File: src/rtl/core/adns_pkg.sv
`default_nettype none

package adns_pkg;

    // Width of one stored quantization error, Q8.12 in target LSB units.
    localparam int ERR_W = 20;

    // Shaping filter coefficients, Q4.12. Taps past the ninth are zero.
    localparam int COEF_W     = 16;
    localparam int COEF_DEPTH = 16;
    localparam int COEF_IDX_W = 4;

    localparam logic signed [COEF_W-1:0] SHP_COEF [COEF_DEPTH] = '{
        16'sd9880, -16'sd13804, 16'sd16126, -16'sd17097, 16'sd13734,
        -16'sd9032, 16'sd5247, -16'sd2331, 16'sd347,
        16'sd0, 16'sd0, 16'sd0, 16'sd0, 16'sd0, 16'sd0, 16'sd0
    };

    // Configuration port.
    localparam int CFG_IDX_W  = 4;
    localparam int CFG_DATA_W = 8;

    localparam logic [CFG_IDX_W-1:0] REG_DITHER_MODE = 4'd0;
    localparam logic [CFG_IDX_W-1:0] REG_TARGET_BITS = 4'd1;

    localparam logic [4:0] TARGET_BITS_RESET = 5'd16;

    typedef enum logic [1:0] {
        MODE_NONE   = 2'd0,
        MODE_RPDF   = 2'd1,
        MODE_TPDF   = 2'd2,
        MODE_SHAPED = 2'd3
    } t_mode;

    typedef enum logic [2:0] {
        ST_IDLE,
        ST_MAC,
        ST_SUM,
        ST_QUANT,
        ST_ERR,
        ST_OUT
    } t_state;

    // Commands from the sequencer to the error history unit.
    typedef struct packed {
        logic clear;
        logic run;
        logic push;
    } t_fir_cmd;

    // Status from the error history unit.
    typedef struct packed {
        logic busy;
        logic done;
    } t_fir_stat;

endpackage

`default_nettype wire

File: src/rtl/core/adns_fir.sv
`default_nettype none

module adns_fir #(
    parameter int SHAPER_TAPS = 9,
    parameter int ACC_W       = 41
) (
    input  wire logic                      i_clk,
    input  wire logic                      i_rst_n,
    input  wire adns_pkg::t_fir_cmd        i_cmd,
    input  wire logic signed [adns_pkg::ERR_W-1:0] i_push_err,
    output adns_pkg::t_fir_stat            o_stat,
    output logic signed [ACC_W-1:0]        o_acc
);
    import adns_pkg::*;

    localparam int TAP_W  = (SHAPER_TAPS > 1) ? $clog2(SHAPER_TAPS) : 1;
    localparam int CNT_W  = $clog2(SHAPER_TAPS + 1);
    localparam int PROD_W = COEF_W + ERR_W;
    localparam logic [TAP_W-1:0] LAST_ADDR = TAP_W'(SHAPER_TAPS - 1);
    localparam logic [CNT_W-1:0] TAP_COUNT = CNT_W'(SHAPER_TAPS);

    // History memory. The newest error sits at r_head, older ones follow at
    // increasing addresses with wrap. An entry without its valid bit reads as zero.
    logic signed [ERR_W-1:0]  r_mem [SHAPER_TAPS];
    logic [SHAPER_TAPS-1:0]   r_valid;
    logic [TAP_W-1:0]         r_head;
    logic [TAP_W-1:0]         r_rd_ptr;
    logic [CNT_W-1:0]         r_k;
    logic                     r_busy;

    logic signed [ERR_W-1:0]  r_rd_data;
    logic                     r_rd_vld;
    logic [TAP_W-1:0]         r_k1;
    logic                     r_p1;
    logic signed [PROD_W-1:0] r_prod;
    logic                     r_p2;
    logic signed [ACC_W-1:0]  r_acc;

    logic                     w_issue;
    logic                     w_done;
    logic [TAP_W-1:0]         w_wr_addr;
    logic signed [ERR_W-1:0]  w_tap_val;

    assign w_issue   = r_busy && (r_k != TAP_COUNT);
    assign w_done    = r_busy && (r_k == TAP_COUNT) && !r_p1 && !r_p2;
    assign w_wr_addr = (r_head == '0) ? LAST_ADDR : r_head - 1'b1;
    assign w_tap_val = r_rd_vld ? r_rd_data : '0;

    always_ff @(posedge i_clk) begin
        if (i_cmd.push) begin
            r_mem[w_wr_addr] <= i_push_err;
        end
        if (w_issue) begin
            r_rd_data <= r_mem[r_rd_ptr];
        end
    end

    always_ff @(posedge i_clk) begin
        if (!i_rst_n) begin
            r_valid  <= '0;
            r_head   <= '0;
            r_rd_ptr <= '0;
            r_k      <= '0;
            r_busy   <= 1'b0;
            r_rd_vld <= 1'b0;
            r_p1     <= 1'b0;
            r_p2     <= 1'b0;
            r_k1     <= '0;
            r_acc    <= '0;
        end else begin
            if (i_cmd.clear) begin
                r_valid <= '0;
            end else if (i_cmd.push) begin
                r_valid[w_wr_addr] <= 1'b1;
            end
            if (i_cmd.push) begin
                r_head <= w_wr_addr;
            end

            r_p1 <= w_issue;
            r_p2 <= r_p1;
            if (i_cmd.run) begin
                r_busy   <= 1'b1;
                r_k      <= '0;
                r_rd_ptr <= r_head;
                r_acc    <= '0;
            end else begin
                if (w_issue) begin
                    r_rd_vld <= r_valid[r_rd_ptr];
                    r_k1     <= r_k[TAP_W-1:0];
                    r_k      <= r_k + 1'b1;
                    r_rd_ptr <= (r_rd_ptr == LAST_ADDR) ? '0 : r_rd_ptr + 1'b1;
                end
                if (r_p2) begin
                    r_acc <= r_acc + {{(ACC_W - PROD_W){r_prod[PROD_W-1]}}, r_prod};
                end
                if (w_done) begin
                    r_busy <= 1'b0;
                end
            end
        end
    end

    always_ff @(posedge i_clk) begin
        if (r_p1) begin
            r_prod <= SHP_COEF[COEF_IDX_W'(r_k1)] * w_tap_val;
        end
    end

    assign o_stat.busy = r_busy;
    assign o_stat.done = w_done;
    assign o_acc       = r_acc;

endmodule

`default_nettype wire

File: src/rtl/core/audio_dither_noise_shaper.sv
`default_nettype none

// Channel   Direction  Signals                         Contents
// s_axis    in         tvalid tready tdata tuser       sample, two noise values, start flag
// m_axis    out        tvalid tready tdata             dithered or quantized sample
// cfg       in         valid ready index data          register writes, always ready
//
// A sample in none, rectangular or triangular mode passes from acceptance
// through the SUM and QUANT states until its result is loaded into the output
// register. A noise-shaped sample also waits in MAC and passes through ERR:
// the feedback sum runs through one multiplier and one history memory read
// port, one tap per cycle, behind a two-stage read and multiply pipeline.
// Reset is synchronous and active low; it clears the error history valid bits
// and the control registers, so the history reads as zero without a clearing pass.
// The output register holds one finished transaction; a new input is accepted
// while it waits, and the sequencer stalls only when a second result is ready.

module audio_dither_noise_shaper #(
    parameter int SAMPLE_BITS = 24,
    parameter int SHAPER_TAPS = 9
) (
    input  wire logic                                i_clk,
    input  wire logic                                i_rst_n,

    input  wire logic                                s_axis_tvalid,
    output logic                                     s_axis_tready,
    // Fields from bit 0: sample_in, noise_a, noise_b, zero padding.
    input  wire logic [((SAMPLE_BITS + 39) / 8) * 8 - 1:0] s_axis_tdata,
    // Field: start_of_buffer.
    input  wire logic                                s_axis_tuser,

    output logic                                     m_axis_tvalid,
    input  wire logic                                m_axis_tready,
    // Fields from bit 0: sample_out, zero padding.
    output logic [((SAMPLE_BITS + 7) / 8) * 8 - 1:0] m_axis_tdata,

    input  wire logic                                i_cfg_valid,
    output logic                                     o_cfg_ready,
    input  wire logic [adns_pkg::CFG_IDX_W-1:0]      i_cfg_index,
    input  wire logic [adns_pkg::CFG_DATA_W-1:0]     i_cfg_data
);
    import adns_pkg::*;

    localparam int OUT_W = ((SAMPLE_BITS + 7) / 8) * 8;
    // Datapath width, in units of 2^-16 sample LSB, with headroom for the
    // largest feedback term.
    localparam int D_W   = SAMPLE_BITS + 32;
    localparam int ACC_W = ERR_W + COEF_W + $clog2(SHAPER_TAPS) + 1;
    localparam int FB_W  = ACC_W - 7;
    localparam int Y_W   = SAMPLE_BITS + 2;
    localparam int SH_W  = $clog2(SAMPLE_BITS);
    localparam int K_W   = $clog2(SAMPLE_BITS + 15);

    localparam logic signed [D_W-1:0] FULL_POS = D_W'(1) <<< (SAMPLE_BITS + 15);
    localparam logic signed [D_W-1:0] FULL_NEG = -FULL_POS;
    localparam logic signed [D_W-1:0] ERR_MAX  = D_W'((1 << (ERR_W - 1)) - 1);
    localparam logic signed [D_W-1:0] ERR_MIN  = -(ERR_MAX + D_W'(1));
    localparam logic signed [D_W-1:0] SMP_MAX  = (D_W'(1) <<< (SAMPLE_BITS - 1)) - D_W'(1);
    localparam logic signed [D_W-1:0] SMP_MIN  = -(SMP_MAX + D_W'(1));

    // Divide by 2^k, rounding half away from zero; k is at least one.
    function automatic logic signed [D_W-1:0] rnd_shift(
        input logic signed [D_W-1:0] v,
        input logic [K_W-1:0]        k
    );
        logic signed [D_W-1:0] half;
        logic signed [D_W-1:0] sum;
        half = D_W'(1) <<< (k - 1'b1);
        sum  = v + half - $signed({{(D_W - 1){1'b0}}, v[D_W-1]});
        return sum >>> k;
    endfunction

    // Configuration registers.
    t_mode                   r_dither_mode;
    logic [4:0]              r_target_bits;

    // Sequencer and datapath registers.
    t_state                  r_state;
    t_state                  n_state;
    logic signed [SAMPLE_BITS-1:0] r_x;
    logic signed [15:0]      r_na;
    logic signed [15:0]      r_nb;
    logic signed [FB_W-1:0]  r_fb;
    logic signed [D_W-1:0]   r_d;
    logic signed [Y_W-1:0]   r_y;
    logic [SAMPLE_BITS-1:0]  r_out_sample;
    logic                    r_out_valid;

    t_fir_cmd                w_cmd;
    t_fir_stat               w_stat;
    logic signed [ACC_W-1:0] w_acc;
    logic signed [ERR_W-1:0] w_err;

    logic                    w_in_acc;
    logic                    w_out_free;
    logic [SH_W-1:0]         w_shift;
    logic signed [16:0]      w_noise;
    logic signed [D_W-1:0]   w_fb_full;
    logic signed [D_W-1:0]   w_d_next;
    logic signed [D_W-1:0]   w_y_next;
    logic signed [D_W-1:0]   w_y_ext;
    logic signed [D_W-1:0]   w_y_sat;

    assign o_cfg_ready   = 1'b1;
    assign s_axis_tready = (r_state == ST_IDLE);
    assign w_in_acc      = s_axis_tvalid && s_axis_tready;
    assign w_out_free    = !r_out_valid || m_axis_tready;
    assign m_axis_tvalid = r_out_valid;
    assign m_axis_tdata  = OUT_W'(r_out_sample);

    always_ff @(posedge i_clk) begin
        if (!i_rst_n) begin
            r_dither_mode <= MODE_NONE;
            r_target_bits <= TARGET_BITS_RESET;
        end else if (i_cfg_valid && o_cfg_ready) begin
            if (i_cfg_index == REG_DITHER_MODE) begin
                r_dither_mode <= t_mode'(i_cfg_data[1:0]);
            end else if (i_cfg_index == REG_TARGET_BITS) begin
                r_target_bits <= i_cfg_data[4:0];
            end
        end
    end

    // The target LSB is 2^w_shift sample LSBs, with the word length clamped
    // to the range the datapath supports.
    always_comb begin
        int tb;
        tb = int'(r_target_bits);
        if (tb < 2) begin
            tb = 2;
        end
        if (tb > SAMPLE_BITS) begin
            tb = SAMPLE_BITS;
        end
        w_shift = SH_W'(SAMPLE_BITS - tb);
    end

    always_comb begin
        logic signed [D_W-1:0] x_ext;
        logic signed [D_W-1:0] n_ext;
        logic signed [D_W-1:0] fb_ext;
        logic signed [D_W-1:0] acc_ext;
        logic signed [D_W-1:0] clamped;
        logic signed [D_W-1:0] diff;
        logic signed [D_W-1:0] e_rnd;

        x_ext   = r_x;
        acc_ext = w_acc;
        fb_ext  = r_fb;

        if (r_dither_mode == MODE_RPDF) begin
            w_noise = $signed({r_na[15], r_na});
        end else begin
            w_noise = $signed({r_na[15], r_na}) + $signed({r_nb[15], r_nb});
        end
        n_ext = w_noise;

        // Feedback sum is Q.24 in target LSB units; bring it to Q.16.
        w_fb_full = rnd_shift(acc_ext, K_W'(8));

        w_d_next = (x_ext <<< 16) + (n_ext <<< w_shift) + (fb_ext <<< w_shift);

        // Shaped mode clamps to full scale, then quantizes to the target grid.
        if (r_d > FULL_POS) begin
            clamped = FULL_POS;
        end else if (r_d < FULL_NEG) begin
            clamped = FULL_NEG;
        end else begin
            clamped = r_d;
        end

        unique case (r_dither_mode)
            MODE_NONE:   w_y_next = x_ext;
            MODE_RPDF,
            MODE_TPDF:   w_y_next = rnd_shift(r_d, K_W'(16));
            MODE_SHAPED: w_y_next = rnd_shift(clamped, K_W'(w_shift) + K_W'(16)) <<< w_shift;
            default:     w_y_next = x_ext;
        endcase

        // The error uses the unclamped sum and the quantized value before the
        // result is saturated to the sample range.
        w_y_ext = r_y;
        diff    = r_d - (w_y_ext <<< 16);
        e_rnd   = rnd_shift(diff, K_W'(w_shift) + K_W'(4));
        if (e_rnd > ERR_MAX) begin
            w_err = ERR_MAX[ERR_W-1:0];
        end else if (e_rnd < ERR_MIN) begin
            w_err = ERR_MIN[ERR_W-1:0];
        end else begin
            w_err = e_rnd[ERR_W-1:0];
        end

        if (w_y_ext > SMP_MAX) begin
            w_y_sat = SMP_MAX;
        end else if (w_y_ext < SMP_MIN) begin
            w_y_sat = SMP_MIN;
        end else begin
            w_y_sat = w_y_ext;
        end
    end

    always_ff @(posedge i_clk) begin
        if (!i_rst_n) begin
            r_state <= ST_IDLE;
        end else begin
            r_state <= n_state;
        end
    end

    always_comb begin
        n_state = r_state;
        w_cmd   = '0;
        unique case (r_state)
            ST_IDLE: begin
                if (w_in_acc) begin
                    w_cmd.clear = s_axis_tuser;
                    w_cmd.run   = (r_dither_mode == MODE_SHAPED);
                    n_state     = (r_dither_mode == MODE_SHAPED) ? ST_MAC : ST_SUM;
                end
            end
            ST_MAC: begin
                if (w_stat.done) begin
                    n_state = ST_SUM;
                end
            end
            ST_SUM: begin
                n_state = ST_QUANT;
            end
            ST_QUANT: begin
                n_state = (r_dither_mode == MODE_SHAPED) ? ST_ERR : ST_OUT;
            end
            ST_ERR: begin
                w_cmd.push = 1'b1;
                n_state    = ST_OUT;
            end
            ST_OUT: begin
                if (w_out_free) begin
                    n_state = ST_IDLE;
                end
            end
            default: begin
                n_state = ST_IDLE;
            end
        endcase
    end

    always_ff @(posedge i_clk) begin
        if (w_in_acc) begin
            r_x  <= s_axis_tdata[SAMPLE_BITS-1:0];
            r_na <= s_axis_tdata[SAMPLE_BITS+15:SAMPLE_BITS];
            r_nb <= s_axis_tdata[SAMPLE_BITS+31:SAMPLE_BITS+16];
            r_fb <= '0;
        end
        if (r_state == ST_MAC && w_stat.done) begin
            r_fb <= w_fb_full[FB_W-1:0];
        end
        if (r_state == ST_SUM) begin
            r_d <= w_d_next;
        end
        if (r_state == ST_QUANT) begin
            r_y <= w_y_next[Y_W-1:0];
        end
        if (r_state == ST_OUT && w_out_free) begin
            r_out_sample <= w_y_sat[SAMPLE_BITS-1:0];
        end
    end

    always_ff @(posedge i_clk) begin
        if (!i_rst_n) begin
            r_out_valid <= 1'b0;
        end else if (r_state == ST_OUT && w_out_free) begin
            r_out_valid <= 1'b1;
        end else if (m_axis_tready) begin
            r_out_valid <= 1'b0;
        end
    end

    adns_fir #(
        .SHAPER_TAPS (SHAPER_TAPS),
        .ACC_W       (ACC_W)
    ) u_fir (
        .i_clk      (i_clk),
        .i_rst_n    (i_rst_n),
        .i_cmd      (w_cmd),
        .i_push_err (w_err),
        .o_stat     (w_stat),
        .o_acc      (w_acc)
    );

    // One transaction at a time: the input closes right after an acceptance.
    a_accept_closes: assert property (@(posedge i_clk) disable iff (!i_rst_n)
        (s_axis_tvalid && s_axis_tready) |=> !s_axis_tready)
        else $error("input accepted while a sample was in flight");

    // The feedback sum completes only while the sequencer waits for it.
    a_done_in_mac: assert property (@(posedge i_clk) disable iff (!i_rst_n)
        w_stat.done |-> (r_state == ST_MAC))
        else $error("feedback sum finished outside its wait state");

    // The history unit is idle once the sequencer moves past the feedback sum.
    a_fir_idle: assert property (@(posedge i_clk) disable iff (!i_rst_n)
        (r_state == ST_SUM || r_state == ST_QUANT || r_state == ST_ERR) |-> !w_stat.busy)
        else $error("history unit still busy after the feedback sum");

    // A new result appears only when the sequencer hands it over.
    a_out_source: assert property (@(posedge i_clk) disable iff (!i_rst_n)
        $rose(m_axis_tvalid) |-> $past(r_state == ST_OUT))
        else $error("result appeared without a handover");

endmodule

`default_nettype wire
File: config.mk
export PLATFORM = sky130hd
export DESIGN_NAME = audio_dither_noise_shaper
export DESIGN_NICKNAME = d
export VERILOG_FILES = /design/src/rtl/core/adns_pkg.sv /design/src/rtl/core/adns_fir.sv /design/src/rtl/core/audio_dither_noise_shaper.sv
export SDC_FILE = /design/constraint.sdc
export NUM_CORES = 2
export LEC_CHECK = 0
export BUFFER_PORTS_ARGS = -buffer_cell sky130_fd_sc_hd__buf_2
export CORE_MARGIN = 5
export CORE_UTILIZATION = 30
export DETAILED_ROUTE_END_ITERATION = 10
export PLACE_DENSITY = 0.46
export SYNTH_ARGS = -nofsm -noshare
export SYNTH_HDL_FRONTEND = slang
export SYNTH_SLANG_ARGS = --single-unit
File: constraint.sdc
create_clock -name i_clk -period 15 [get_ports i_clk]
set_input_delay 1.5 -clock i_clk [delete_from_list [all_inputs] [get_ports i_clk]]
set_output_delay 1.5 -clock i_clk [all_outputs]
set_load 0.05 [all_outputs]
Yosys cells after proc, flatten, opt, wreduce, memory -nomap -nowiden
Memory sizes are Yosys's and may differ from the RTL's. A register that Yosys moved wholly into a read port is not among the register bits.
Index checks and enable logic that the tools add are counted.
{ "totals": {"ramBits": 180, "latchBits": 0, "register_bits": 313, "mem_bits_ro": 256, "n_memories": 2, "out_inout_bits": 27, "in_bits": 74} }
{ "op_classes": {"n_addsub": 21, "reduce_logical": 27, "magnitude_cmp": 12, "bitwise_logic": 5, "n_eq_ne": 15, "n_shift": 7, "n_mul": 1, "n_div": 0, "mux": 37} }
{ "mem_list": {"columns": ["name", "words", "width", "rd", "rd_clocked_by_memory_dff", "write_ports", "line_no", "source"], "rows": [
  ["(name not given)", 16, 16, 1, 0, 0, "adns_fir.sv:106", "r_prod <= SHP_COEF[COEF_IDX_W'(r_k1)] * w_tap_val;"],
  ["u_fir.r_mem", 9, 20, 1, 1, 1, "adns_fir.sv:24", "logic signed [ERR_W-1:0] r_mem [SHAPER_TAPS];"]
]} }
{ "ops": {"columns": ["operator", "count"], "rows": [
  ["$add 56x56->56", 3],
  ["$mux 56", 2],
  ["$sshl 2x6->56 const A", 2],
  ["$sshr 56x6->56", 2],
  ["$sub 56x2->56", 2],
  ["$sub 42x2->42", 2],
  ["$pmux 26 s3", 1],
  ["$mux 34", 2],
  ["$mux 20", 3],
  ["$add 40x56->56", 1],
  ["$gt 56x20->1 const B", 1],
  ["$gt 56x41->1 const B", 1],
  ["$lt 56x20->1 const B", 1],
  ["$lt 56x40->1 const B", 1],
  ["$sshl 17x5->56", 1],
  ["$sshl 34x5->56", 1],
  ["$sshl 56x5->26", 1],
  ["$sub 56x42->56", 1],
  ["$add 41x9->42 const B", 1],
  ["$add 42x17->42 const B", 1],
  ["$add 41x41->41", 1],
  ["$mul 16x20->36", 1],
  ["$gt 32x6->1 const B", 1],
  ["$mux 16", 2],
  ["46 further kinds", 90]
]} }

Logic depth before layout (Yosys ltp)
{ "depth": {"word_depth": 14, "mapped_depth": 55, "mapped_depth_nobuf": 39} }

Modules after synthesis
Synthesis repeated with hierarchy kept, for this count alone.
{ "unflattened": {"hier_cells": 8031, "area_unflattened_um2": 66906.7} }
{ "modules_own_cells": {"columns": ["mod", "seq_area_each_um2", "instances", "area_per_inst_um2", "cells_per_inst"], "rows": [
  ["audio_dither_noise_shaper", 6105.9, 1, 41365.9, 5625],
  ["adns_fir", 8488.1, 1, 25540.7, 2406]
]} }

Worst setup path before layout
No wires, ideal clock.
{ "synth_path": {"path_kind": "register to register", "from": "reg r_target_bits[3]", "to": "mem u_fir.r_mem[0][10], data pin", "path_slack_ns": 1.535, "setup_time_ns": 0.302, "path_stages_with_launch": 53, "t_required_ns": 14.698, "path_buffers": 25, "t_arrival_ns": 13.163, "synth_period_minus_slack_ns": 13.465, "path_cell_list": "dfxtp_1 > clkbuf_1 > or2_0 > o311a_1 > inv_1 > buf_2 > clkbuf_1 > buf_2 > buf_1 > buf_2 > buf_2 > buf_1 > clkbuf_1 > clkbuf_1 > ha_1 > xor2_1 > inv_2 > clkbuf_1 > (+17 left out) > ha_1 > clkbuf_1 > a21oi_1 > o21a_1 > o221ai_1 > a2111oi_0 > o21ai_0 > a21oi_1 > and3_1 > nand2_1 > mux4_2 > and2_0 > or4_1 > o22ai_1 > nand4_1 > o41ai_4 > buf_6 > o21ai_1"} }
{ "synth_via": {"elab_chain_len": 14, "word_cells_on_any_way": 15, "cone_classes": "5 x add/sub; 4 x order compare; 2 x shift; 4 x mux"} }
{ "synth_rtl": {"columns": ["item", "line_no", "source"], "rows": [
  ["start, declared", "audio_dither_noise_shaper.sv:75", "logic [4:0] r_target_bits;"],
  ["start signal, assigned", "audio_dither_noise_shaper.sv:119", "r_target_bits <= i_cfg_data[4:0];"],
  ["$lt 5x2->1", "audio_dither_noise_shaper.sv:129", "if (tb < 2) begin"],
  ["$mux 5 (*)", "audio_dither_noise_shaper.sv:129", null],
  ["$gt 32x6->1", "audio_dither_noise_shaper.sv:132", "if (tb > SAMPLE_BITS) begin"],
  ["$mux 5 (*)", "audio_dither_noise_shaper.sv:132", null],
  ["$sub 4x5->5 (*)", "audio_dither_noise_shaper.sv:135", "w_shift = SH_W'(SAMPLE_BITS - tb);"],
  ["$add 5x3->6 (*)", "audio_dither_noise_shaper.sv:184", "e_rnd = rnd_shift(diff, K_W'(w_shift) + K_W'(4));"],
  ["$sub 6x1->6", "audio_dither_noise_shaper.sv:68", "half = D_W'(1) <<< (k - 1'b1);"],
  ["$sshl 2x6->56", "audio_dither_noise_shaper.sv:68", null],
  ["$add 56x56->56", "audio_dither_noise_shaper.sv:69", "sum = v + half - $signed({{(D_W - 1){1'b0}}, v[D_W-1]});"],
  ["$sub 56x2->56", "audio_dither_noise_shaper.sv:69", null],
  ["$sshr 56x6->56 (*)", "audio_dither_noise_shaper.sv:70", "return sum >>> k;"],
  ["$lt 56x20->1", "audio_dither_noise_shaper.sv:187", "end else if (e_rnd < ERR_MIN) begin"],
  ["$mux 20", "audio_dither_noise_shaper.sv:187", null],
  ["$mux 20 (*)", "audio_dither_noise_shaper.sv:185", "if (e_rnd > ERR_MAX) begin"],
  ["net u_fir.i_push_err (one bit)", "adns_fir.sv:10", "input wire logic signed [adns_pkg::ERR_W-1:0] i_push_err,"],
  ["end, declared", "adns_fir.sv:24", null]
]} }
Mark *: on every way through the listed nets, which the timed path passes. The rest lies on a longest branch.

Worst setup path after layout
{ "layout_path": {"from": "reg r_target_bits[3]", "to": "mem u_fir.r_mem[8][4], data pin"} }
Same word-level chain as after synthesis.

==> impl_metrics.ini <==
[outcome]
status = finished, final reports clean

[power_and_ir_drop]
leakage_nw = 29.40
power_density_nw_per_um2 = 238.9
ir_worst_vdd_uv = 205.9

[global_route]
grt_pass1_wl_mm = 382.0
grt_use_total_pct = 22.12
grt_use_met3_pct = 2.728
grt_max_degree = 90
busiest_layer = met2
use_met2_pct = 35.26
antenna_found_initial = 14
grt_overflow = 0
grt_pass1_vias = 56650
grt_use_met1_pct = 29.49

[min_path]
hold_path_depth = 1
min_to = u_fir.r_valid[2]$_SDFFE_PP0P_
hold_class = flop to flop
worstHoldStart = u_fir.r_valid[2]$_SDFFE_PP0P_

[clock_tree]
clock_latency_ps = 700
cts_buffers = 68
cts_tree = built
clock-sinks = 513
cts_buffer_depth = 3
htreeDepth = 3
post_cts_buffers = 0
cts_root_buf = clkbuf_16
postCtsHoldBufs = 0
post_cts_resized = 0
clk_pin_slew_worst_paths_ps = 60

[sta]
slew_headroom_pct = 9.270
rsz0062_at_grt = false
setup_viol = 0
tns_ps = 0
worst_slew_pin_slew_ps = 1347
fmax_mhz = 82.57
final_hold_viol_count = 0
slew_viol_final = 0
period_share_pct = 80.74
clock-skew-final_ps = 49.54
post-route-min-period_ps = 12110

[worst_setup_path]
cp_data_required_time_ps = 15250
slowest_stage = o41ai_4
worstSetupEndpointType = flop
path_max_fanout = 24
rrSetupSlack_ps = 2890
worst_path_largest_cell_delay_ps = 1170
startpoint_type = flop
cpMostUsedCell = inv_1
crit_start = r_target_bits[3]$_SDFFE_PN0P_
rr_startpoint = r_target_bits[3]$_SDFFE_PN0P_
criticalPathCategory = flop to flop
worstPathArrival_ps = 12360
r2r_cells = 33
reg2reg_to = u_fir.r_mem[8][4]$_DFFE_PP_

[synth]
synth_top_flop_cell = edfxtp_1
synthAdderAreaFrac_pct = 22.57
synth_area_um2 = 65510
synth_compound_area_share_pct = 19.03
synth_top_family_by_area = adder cells
yosys.area_share.simple_pct = 17.32
seq_area_frac_synth_pct = 22.28
synth-seq-cells = 513
synth_xor_area_share_pct = 3.606
synth-edff-count = 432
netlist_instances = 7675
netlist-cell-type-count = 112
avgSynthCellArea_um2 = 8.536
synth.area.mux_share_pct = 8.157
yosysWarnings = 0
ys_async_sr_fraction_pct = 0

[finish]
layout_common_cells = inv_1 (829), nand2_1 (747), nor2_1 (684), ha_1 (598), a21oi_1 (459)
layout-drive-gt1-share_pct = 7.271
nFillCells = 22750
final_area_um2 = 71430
final_common_cell = inv_1
nets = 8603
syn2layout_area_growth_pct = 9.026

[detailed_routing]
drcViolationCount = 0
drt_iter0_drc = 5342
vias_per_cell = 5.604
wirelength_mm = 261.0
detail_route.first_pass.iterations = 6
ant_nets = 0
vias = 58720
wl_per_cell_um = 24.91

[placement]
dpl_cell_area_um2 = 69100
place.gp.congestion = 0.9783
io_buffers = 96
hpwl_mm = 209.5

[floorplanning]
die_area_um2 = 227800
row_count = 171
die-height_um = 477.3
io_pins = 101
die_width_um = 477.3
start_util_pct = 30.17
core_um2 = 217200

[job]
maxCapViolCount = 0
==> power by group <==
group	total, mW	switching (mW)	leakage, nW	internal, mW
combinational	12.9	8.61	23.7	4.32
sequential	2.45	0.167	4.54	2.28
clock	1.68	0.720	1.12	0.963
total	17.1	9.50	29.4	7.56
==> routing by layer <==
| metal | share of wire (%) | routed length, um | vias up |
|---|---|---|---|
| li1 | - | - | 27220 |
| met4 | 6.1 | 16010 | 6 |
| met1 | 43 | 112800 | 29050 |
| met2 | 45 | 117200 | 2001 |
| met3 | 5.7 | 14940 | 439 |
| met5 | 0.017 | 45 | - |
==> worst max-delay path, delay by kind of cell, from the launching register on <==
kind                       cells  cell delay, ps
AOI/OAI and AO/OA              9            4160
and+or+nand+nor               11            2840
buffers and inverters          7            1950
adders and majority gates      3            1130
xor gates and xnor gates       3             890
DFF                            1             690
==> stage by stage <==
step	cells	total power, mW	utilization (%)	hold slack, ps	setup slack (ps)
after detailed placement	10350	15.02	31.82	449.7	2935
final	10480	17.07	32.89	459.8	2889
after global placement	10350	15.01	31.82	443.0	3097
after global routing	10470	18.16	32.89	481.0	2070
after floorplan	7689	10.88	-	435.4	1535
after CTS	10470	16.83	32.88	463.3	2930
==> how the worst max path moves through the flow <==
stage                                   endpoint  slack, ps
floorplan           u_fir.r_mem[0][10]$_DFFE_PP_       1530
global placement    u_fir.r_mem[2][14]$_DFFE_PP_       3100
detailed placement  u_fir.r_mem[3][13]$_DFFE_PP_       2930
CTS                  u_fir.r_mem[0][2]$_DFFE_PP_       2930
global route         u_fir.r_mem[2][5]$_DFFE_PP_       2070
finish               u_fir.r_mem[8][4]$_DFFE_PP_       2890
==> cell usage after synthesis, types with 26 or more instances <==
cell type / n / area share [%]
o22ai_1: 29 / 0.28
nor4_1: 36 / 0.34
a211oi_1: 103 / 1.2
xor2_1: 87 / 1.2
o211a_1: 26 / 0.40
nand4_1: 85 / 0.81
mux4_2: 76 / 2.6
a211o_1: 31 / 0.41
a221oi_1: 28 / 0.37
o31ai_1: 44 / 0.50
nor3_1: 190 / 1.5
mux2i_1: 313 / 4.8
dfxtp_1: 81 / 2.5
ha_1: 601 / 11
a21oi_1: 462 / 3.5
edfxtp_1: 432 / 20
nand2_1: 748 / 4.3
fa_1: 363 / 11
clkbuf_1: 297 / 1.7
a21o_1: 154 / 1.8
o21bai_1: 47 / 0.54
nor2b_1: 65 / 0.62
and3_1: 82 / 0.78
o211ai_1: 76 / 0.87
mux2_2: 43 / 0.74
nand2b_1: 60 / 0.57
inv_1: 833 / 4.8
a21boi_0: 27 / 0.31
nand3_1: 176 / 1.3
a31oi_1: 75 / 0.72
o2111ai_1: 29 / 0.39
buf_1: 58 / 0.33
and2_1: 92 / 0.88
nor2_1: 696 / 4.0
o21a_1: 77 / 0.88
or2_2: 40 / 0.38
xnor2_1: 180 / 2.4
o21ai_0: 326 / 2.5
or3_1: 62 / 0.59
==> logic make-up (layout without fill, tap and decap cells) <==
family,after synthesis,after routing
other,1,20
AND/OR/NAND/NOR,2432,2432
flip-flops,513,513
XOR/XNOR,268,268
multiplexers,433,433
AO/OA/AOI/OAI,1849,1849
adder cells (fa/ha/maj),964,964
buffers and inverters,1215,1145
==> flip-flops by register name (all words and copies together) (netlist names), 5 cells and up <==
signal           flops
m_axis_tdata        24
r_d                 56
r_fb                34
r_na                16
r_nb                16
r_target_bits        5
r_x                 24
r_y                 26
u_fir.o_acc         41
u_fir.r_mem        180
u_fir.r_prod        36
u_fir.r_rd_data     20
u_fir.r_valid        9
==> area by class of cell <==
type | instances | area, um^2 | area share, %
Antenna cell | 5 | 12.51 | 0.01752
Clock buffer | 89 | 1851 | 2.591
Clock inverter | 35 | 460.4 | 0.6446
Inverter | 835 | 3153 | 4.414
Multi-Input combinational cell | 5961 | 46600 | 65.24
Sequential cell | 513 | 14600 | 20.44
Tap cell | 2854 | 3571 | 4.999
Timing Repair Buffer | 186 | 1181 | 1.654
(Power assumes the default switching activity.)
